File: src/sv/kcl_pkg.sv
// kcl_pkg: shared types, constants and helper functions for the keypad code lock.
// Used by every module of the block; depends on nothing.
`default_nettype none
package kcl_pkg;

   // number of digits in one code entry
   localparam int CODE_LENGTH = 4;
   // digit position counter width
   localparam int POS_W = (CODE_LENGTH > 1) ? $clog2(CODE_LENGTH) : 1;
   // output buffer depth and its count width
   localparam int BUF_DEPTH = 4;
   localparam int BUF_AW = $clog2(BUF_DEPTH);
   localparam int BUF_CW = BUF_AW + 1;

   // key coordinates
   localparam logic [1:0] BLANK_ROW = 2'd3;
   localparam logic [1:0] ZERO_COL = 2'd1;
   localparam logic [1:0] NO_KEY_COL = 2'd3;

   // reset value of the secret code register
   localparam logic [15:0] SECRET_RESET = 16'h1234;

   typedef enum logic [2:0] {
      ST_TAKEN    = 3'd0,
      ST_ENTERED  = 3'd1,
      ST_MISMATCH = 3'd2,
      ST_GRANTED  = 3'd3,
      ST_DENIED   = 3'd4
   } status_type;

   // one result; packed so that status lands in the low bits
   typedef struct packed {
      logic [1:0] position;
      status_type status;
   } result_type;

   typedef logic [3:0] digit_type;

   // digit for rows 0..2: 3*row + column + 1
   function automatic digit_type key_digit(input logic [1:0] row, input logic [1:0] col);
      digit_type r4;
      r4 = {2'b00, row};
      return r4 + r4 + r4 + {2'b00, col} + 4'd1;
   endfunction

   // digit e of the secret code, first digit in the top nibble; zero past four
   function automatic digit_type secret_digit(input logic [15:0] code, input int e);
      digit_type d;
      d = 4'd0;
      if (e < 4) begin
         d = code[4*(3-e) +: 4];
      end
      return d;
   endfunction

endpackage
`default_nettype wire

File: src/sv/kcl_lock_core.sv
// kcl_lock_core: input register, digit entry/confirm state and result decision.
// Depends on kcl_pkg.
`default_nettype none
module kcl_lock_core (
   input  wire logic                clock,
   input  wire logic                reset,
   input  wire logic                accept,
   input  wire logic [1:0]          key_row,
   input  wire logic [1:0]          key_column,
   input  wire logic [15:0]         secret_code,
   output logic                     busy,
   output logic                     push,
   output kcl_pkg::result_type      result
);

   logic                        valid_ff;
   logic [1:0]                  row_ff;
   logic [1:0]                  col_ff;
   logic                        confirm_ff, confirm_in;
   logic [kcl_pkg::POS_W-1:0]   pos_ff, pos_in;
   kcl_pkg::digit_type          work_ff [kcl_pkg::CODE_LENGTH];
   kcl_pkg::digit_type          work_in [kcl_pkg::CODE_LENGTH];
   kcl_pkg::digit_type          saved_ff [kcl_pkg::CODE_LENGTH];
   kcl_pkg::digit_type          saved_in [kcl_pkg::CODE_LENGTH];
   logic                        key_live;
   logic                        last_pos;
   logic                        same;
   logic                        right;
   kcl_pkg::status_type         status;

   // input register
   always_ff @(posedge clock) begin
      if (reset) begin
         valid_ff <= 1'b0;
      end else begin
         valid_ff <= accept;
      end
      if (accept) begin
         row_ff <= key_row;
         col_ff <= key_column;
      end
   end

   assign busy = valid_ff;
   // column 3 means no key: no result and no state change
   assign key_live = valid_ff && (col_ff != kcl_pkg::NO_KEY_COL);
   assign last_pos = (pos_ff == kcl_pkg::POS_W'(kcl_pkg::CODE_LENGTH - 1));

   // per-press update and decision
   always_comb begin
      confirm_in = confirm_ff;
      pos_in     = pos_ff;
      status     = kcl_pkg::ST_TAKEN;
      same       = 1'b1;
      right      = 1'b1;
      for (int e = 0; e < kcl_pkg::CODE_LENGTH; e++) begin
         work_in[e]  = work_ff[e];
         saved_in[e] = saved_ff[e];
      end

      // blank keys in row 3 leave the stored digit alone
      if (row_ff != kcl_pkg::BLANK_ROW) begin
         work_in[pos_ff] = kcl_pkg::key_digit(row_ff, col_ff);
      end else if (col_ff == kcl_pkg::ZERO_COL) begin
         work_in[pos_ff] = 4'd0;
      end

      for (int e = 0; e < kcl_pkg::CODE_LENGTH; e++) begin
         if (saved_ff[e] != work_in[e]) begin
            same = 1'b0;
         end
         if (saved_ff[e] != kcl_pkg::secret_digit(secret_code, e)) begin
            right = 1'b0;
         end
      end

      if (!last_pos) begin
         pos_in = pos_ff + 1'b1;
      end else begin
         pos_in = '0;
         if (!confirm_ff) begin
            for (int e = 0; e < kcl_pkg::CODE_LENGTH; e++) begin
               saved_in[e] = work_in[e];
            end
            confirm_in = 1'b1;
            status     = kcl_pkg::ST_ENTERED;
         end else begin
            confirm_in = 1'b0;
            if (!same) begin
               status = kcl_pkg::ST_MISMATCH;
            end else if (right) begin
               status = kcl_pkg::ST_GRANTED;
            end else begin
               status = kcl_pkg::ST_DENIED;
            end
         end
      end
   end

   // lock state
   always_ff @(posedge clock) begin
      if (reset) begin
         confirm_ff <= 1'b0;
         pos_ff     <= '0;
         for (int e = 0; e < kcl_pkg::CODE_LENGTH; e++) begin
            work_ff[e]  <= 4'd0;
            saved_ff[e] <= 4'd0;
         end
      end else if (key_live) begin
         confirm_ff <= confirm_in;
         pos_ff     <= pos_in;
         for (int e = 0; e < kcl_pkg::CODE_LENGTH; e++) begin
            work_ff[e]  <= work_in[e];
            saved_ff[e] <= saved_in[e];
         end
      end
   end

   assign push            = key_live;
   assign result.status   = status;
   assign result.position = 2'(pos_ff);

endmodule
`default_nettype wire

File: src/sv/kcl_out_buf.sv
// kcl_out_buf: small result queue that decouples the lock logic from a stalling receiver.
// Depends on kcl_pkg.
`default_nettype none
module kcl_out_buf (
   input  wire logic                       clock,
   input  wire logic                       reset,
   input  wire logic                       push,
   input  wire kcl_pkg::result_type        push_data,
   input  wire logic                       pop,
   output logic                            not_empty,
   output kcl_pkg::result_type             head,
   output logic [kcl_pkg::BUF_CW-1:0]      count
);

   kcl_pkg::result_type               mem_ff [kcl_pkg::BUF_DEPTH];
   logic [kcl_pkg::BUF_AW-1:0]        wr_ptr_ff;
   logic [kcl_pkg::BUF_AW-1:0]        rd_ptr_ff;
   logic [kcl_pkg::BUF_CW-1:0]        count_ff;
   logic                              do_pop;

   assign do_pop = pop && (count_ff != '0);

   // storage
   always_ff @(posedge clock) begin
      if (push) begin
         mem_ff[wr_ptr_ff] <= push_data;
      end
   end

   // pointers and fill count
   always_ff @(posedge clock) begin
      if (reset) begin
         wr_ptr_ff <= '0;
         rd_ptr_ff <= '0;
         count_ff  <= '0;
      end else begin
         if (push) begin
            wr_ptr_ff <= wr_ptr_ff + 1'b1;
         end
         if (do_pop) begin
            rd_ptr_ff <= rd_ptr_ff + 1'b1;
         end
         if (push && !do_pop) begin
            count_ff <= count_ff + 1'b1;
         end else if (!push && do_pop) begin
            count_ff <= count_ff - 1'b1;
         end
      end
   end

   assign not_empty = (count_ff != '0);
   assign head      = mem_ff[rd_ptr_ff];
   assign count     = count_ff;

endmodule
`default_nettype wire

File: src/sv/keypad_code_lock.sv
// keypad_code_lock: top level of the keypad code lock.
// Depends on kcl_pkg, kcl_lock_core and kcl_out_buf.
//
// Usage:
//   req_* carries one key press per request: tdata[1:0] row, tdata[3:2] column.
//   A column of 3 means no key; such a request is taken but yields no result.
//   rsp_* carries one result per real key press: tdata[2:0] status
//   (taken, entered, mismatch, granted, denied), tdata[4:3] filled position.
//   csr_wr_en/csr_wr_data write the four BCD digits of the secret code;
//   write only while no request is in flight.
// Path: an accepted request passes the input register, then the lock logic
//   into the result queue; rsp_tvalid rises once a result is queued.
// Throughput: one request per cycle while the result queue has room, set by
//   the combinational lock logic between the input register and the queue.
// Stall: a four-entry result queue absorbs results while rsp_tready is low;
//   req_tready drops once queue entries plus the request in flight fill it.
// Reset: synchronous; clears the entry state, the digit stores, the queue,
//   and sets the secret code to 1234. req_tready is low during reset.
`default_nettype none
module keypad_code_lock (
   input  wire logic        clock,
   input  wire logic        reset,
   input  wire logic        req_tvalid,
   output logic             req_tready,
   input  wire logic [7:0]  req_tdata,    // [1:0] key_row, [3:2] key_column
   output logic             rsp_tvalid,
   input  wire logic        rsp_tready,
   output logic [7:0]       rsp_tdata,    // [2:0] status, [4:3] position
   input  wire logic        csr_wr_en,
   input  wire logic [15:0] csr_wr_data
);

   logic [15:0]                   secret_ff;
   logic                          accept;
   logic                          busy;
   logic                          push;
   kcl_pkg::result_type           result;
   kcl_pkg::result_type           head;
   logic [kcl_pkg::BUF_CW-1:0]    count;
   logic [kcl_pkg::BUF_CW:0]      occupied;

   // secret code register
   always_ff @(posedge clock) begin
      if (reset) begin
         secret_ff <= kcl_pkg::SECRET_RESET;
      end else if (csr_wr_en) begin
         secret_ff <= csr_wr_data;
      end
   end

   // room for one more request counting the one in flight
   assign occupied   = {1'b0, count} + {{kcl_pkg::BUF_CW{1'b0}}, busy};
   assign req_tready = !reset && (occupied < (kcl_pkg::BUF_CW+1)'(kcl_pkg::BUF_DEPTH));
   assign accept     = req_tvalid && req_tready;

   kcl_lock_core u_core (
      .clock       (clock),
      .reset       (reset),
      .accept      (accept),
      .key_row     (req_tdata[1:0]),
      .key_column  (req_tdata[3:2]),
      .secret_code (secret_ff),
      .busy        (busy),
      .push        (push),
      .result      (result)
   );

   kcl_out_buf u_buf (
      .clock     (clock),
      .reset     (reset),
      .push      (push),
      .push_data (result),
      .pop       (rsp_tready),
      .not_empty (rsp_tvalid),
      .head      (head),
      .count     (count)
   );

   assign rsp_tdata = {3'b000, head};

endmodule
`default_nettype wire

File: config.mk
export PLATFORM = sky130hd
export DESIGN_NAME = keypad_code_lock
export DESIGN_NICKNAME = d
export VERILOG_FILES = /design/src/sv/kcl_pkg.sv /design/src/sv/kcl_lock_core.sv /design/src/sv/kcl_out_buf.sv /design/src/sv/keypad_code_lock.sv
export SDC_FILE = /design/constraint.sdc
export NUM_CORES = 1
export LEC_CHECK = 0
export ABC_AREA = 1
export BUFFER_PORTS_ARGS = -buffer_cell sky130_fd_sc_hd__buf_2
export CAP_MARGIN = 15
export CORE_ASPECT_RATIO = 2
export CORE_MARGIN = 3
export CORE_UTILIZATION = 45
export CTS_CLUSTER_DIAMETER = 50
export DETAILED_ROUTE_END_ITERATION = 12
export PLACE_DENSITY = 0.61
export SYNTH_ARGS = -nofsm -noshare
export SYNTH_HDL_FRONTEND = slang
export SYNTH_HIERARCHICAL = 1
export SYNTH_SLANG_ARGS = --single-unit
export TNS_END_PERCENT = 5
File: constraint.sdc
create_clock -name clock -period 6.3 [get_ports clock]
set_input_delay 0.315 -clock clock [delete_from_list [all_inputs] [get_ports clock]]
set_output_delay 0.315 -clock clock [all_outputs]
set_load 0.05 [all_outputs]
==> implementation parameters <==
Parameter                              Value

Outcome
  Run status    complete, no violations

Setup path
  Data arrival time of the critical path    3.27 ns
  Critical path buffers and inverters    4
  Cell family with the largest share of critical-path delay    adder cells
  Cell mode on critical path    sky130_fd_sc_hd__nand2_1
  Stage delay of the slowest cell on the critical path    0.52 ns
  Critical path endpoint category    flop
  Kind of start point of the critical path    flop
  Required time at the worst-slack endpoint    6.37 ns
  Critical path fanouts, max    4
  Type of the worst setup path    flop to flop
  Slowest CP cell    sky130_fd_sc_hd__fa_1
  Cells along the critical path    inv_1 > fa_1 > inv_1 > ha_1 > fa_1 > inv_1 > nand2_1 > nand3_2 > nand2_1 > nand2_1 > nand2_1 > nor2_1 > nand2_1 > nor2_1 > nand3b_1 > nand3_1 > inv_1

Global routing
  Global-route wire length before repair    15700 µm
  Global-route total usage across every layer    17.9%
  Largest net degree at the start of global routing    20
  GRT overflow    0
  Initial antenna violation count    0
  Number of global-route vias before repair    3330

Clocking
  TritonCTS clock tree    yes
  Resize count post-CTS    0
  Clock slew at reported path FFs    0.06 ns
  Clock net sink count    85
  Root buf cell    sky130_fd_sc_hd__clkbuf_16
  CTS H-tree lvls    3
  Number of buffers added for setup after CTS    0
  # hold bufs at CTS    0
  Buffer depth of the longest clock path    2
  Source-to-sink clock delay at the later pin of the worst-skew pair    0.33 ns
  Clock buffer count from CTS    9

Finish
  Layout overhead on the synthesized area    10.7%
  Final Net Count    608
  Final core utilization    51.1%
  Non-filler cells in the finished layout    701
  Post-route cell area    4990 µm²
  Antenna diodes    0
  Layout cell share with drive strength beyond 1    13.5%

Die
  Width of the chip    76.8 µm
  Standard-cell rows    51
  Core box area    9760 µm²
  Die Area    11300 µm²
  Number of top-level pins    39
  Starting utilization of the core area    46.1%
  Die Ht    148 µm

STA
  Total setup violations reported at the end of the flow    0
  Hold Violations, Final    0
  Final worst clock skew    0.00419 ns
  Clock period minus final worst setup slack    3.19 ns
  Slew at the pin with the worst max-slew slack    0.901 ns
  Setup_tns    0 ns
  Max Clock Freq    313 MHz
  Relative slew slack    40.0%
  Unrepaired setup endpoints after global routing    no
  Max-slew violation total from the final report    0
  Ratio of final minimum period to clock period    50.7%

Route
  Initial drt markers    176
  Routed WL    9540 µm
  Residual DRC count    0
  Overall via count from detail_route    3355
  Iteration count of the initial detailed-routing pass    4
  Routed via count divided by cell count    4.79
  Post-detailed-route wirelength per cell    13.6 µm
  Number of nets still failing antenna checks after routing    0

Pwr
  Final Total Pwr    1.56 mW
  Pwr/cell area    313 nW/µm²
  Pleak    2.34 nW
  Maximum ir drop on the vdd rail    0.179 mV

Place
  Count of input and output buffers    31
  Detailed placer's ending HPWL    7270 µm
  Number of cells in the design after placement    685
  Final weighted congestion in routability-driven placement    0.860
  Area post-placement    4720 µm²

Synth
  Synth Register Bits    85
  Cell area after technology mapping    4510 µm²
  Yosys warning count    6
  Cell count after synthesis    533
  Yosys cell types    28
  Sequential fraction of the synthesis area    50.2%
  Synthesized area divided by synthesized cell count    8.45 µm²

Hold path
  Hold crit path type    primary input to flop

Job
  Max-cap violations    0
==> stage by stage <==
stage / setup slack [ns] / hold WS, ns
finish: 3.11 / 0.157
global route: 2.88 / 0.137
CTS: 3.10 / 0.148
detailed placement: 3.12 / 0.467
global placement: 3.21 / 0.464
floorplan: 3.62 / 0.384
==> state kept, by name (all words and copies together) (netlist names), named ones only <==
name	cells
u_core/pos_ff	2
u_core/work_ff	16
u_core/busy	1
u_buf/rd_ptr_ff	2
u_buf/wr_ptr_ff	2
u_core/confirm_ff	1
u_core/saved_ff	16
u_core/col_ff	2
secret_ff	16
u_core/row_ff	2
u_buf/mem_ff	20
u_buf/count	3
==> per-layer routing <==
metal  global-route usage (%)  up-vias  share of wire, %
met5                        0        -                 0
met4                     9.98        0               3.1
met3                     3.78       15               2.9
met2                     34.4       52                57
met1                     17.3     1537                36
li1                         -     1751                 -
==> placed cells by master, fill, tap and decap left out, types with 6 or more instances in the layout <==
cell                        count
sky130_fd_sc_hd__xnor2_1       17
sky130_fd_sc_hd__ha_1          12
sky130_fd_sc_hd__nand2_2        7
sky130_fd_sc_hd__edfxtp_1      56
sky130_fd_sc_hd__inv_1         75
sky130_fd_sc_hd__inv_2          9
sky130_fd_sc_hd__nand2_1      142
sky130_fd_sc_hd__dfxtp_1       29
sky130_fd_sc_hd__buf_2         31
sky130_fd_sc_hd__nor2_1        60
sky130_fd_sc_hd__o22ai_1        6
sky130_fd_sc_hd__clkbuf_16      9
sky130_fd_sc_hd__nand3_2       10
sky130_fd_sc_hd__o21ai_0       26
sky130_fd_sc_hd__a21oi_1       20
sky130_fd_sc_hd__nand3_1       34
==> worst register-to-register path: cells and delay by family, from the launching register on <==
| family | cells | cell delay, ns |
|---|---|---|
| fa+ha+maj | 3 | 1.15 |
| flops | 1 | 0.43 |
| simple gates | 10 | 0.95 |
| buf+inv | 4 | 0.42 |
==> cells in the mapped netlist, drive strengths merged <==
master    n  area [µm²]
nand3b    3        22.5
conb      1        3.75
buf      13         115
nor2     61         236
ha       12         150
dfxtp    29         581
nand4     3        18.8
nand2   150         588
edfxtp   56        1680
nor3      1        5.00
xnor2    17         149
o21ai    26         130
a21oi    22         118
nand3    45         288
fa        3        60.1
o22ai     6        37.5
inv      85         322
==> path summary, 6_finish.rpt <==
kind | slack (ns) | from | to | depth (start not counted)
setup / recovery | 3.11 | u_core/row_ff[1]$_DFFE_PP_ | u_buf/mem_ff[1][1]$_DFFE_PP_ | 17
hold / removal | 0.16 | req_tdata[2] | u_core/col_ff[0]$_DFFE_PP_ | 1
hold reg to reg | 0.48 | secret_ff[2]$_SDFFE_PP1P_ | secret_ff[2]$_SDFFE_PP1P_ | 2
setup reg to reg | 3.11 | u_core/row_ff[1]$_DFFE_PP_ | u_buf/mem_ff[1][1]$_DFFE_PP_ | 17
==> logic make-up after synthesis <==
kind of cell | Yosys count | share of synthesized area (%)
simple gates | 263 | 25.7
buf+inv | 98 | 9.69
flops | 85 | 50.2
compound gates | 54 | 6.33
xor+xnor | 17 | 3.30
fa+ha+maj | 15 | 4.67
other cells | 1 | 0.0832
==> power by group <==
part / leakage, nW / switching (mW) / internal (mW)
Combinational: 1.40 / 0.287 / 0.119
Sequential: 0.804 / 0.0434 / 0.637
Clock: 0.136 / 0.199 / 0.276
==> layout make-up <==
cell class              count  area, µm²
flip-flops and latches     85       2260
clock buffers              12        246
fillers                   960       4770
clock inverters             4       23.8
repair buffers             31        155
multi-input cells         352       1810
inverters                  85        322
well taps                 132        165
Note: power is estimated with default switching activity, not from simulation.
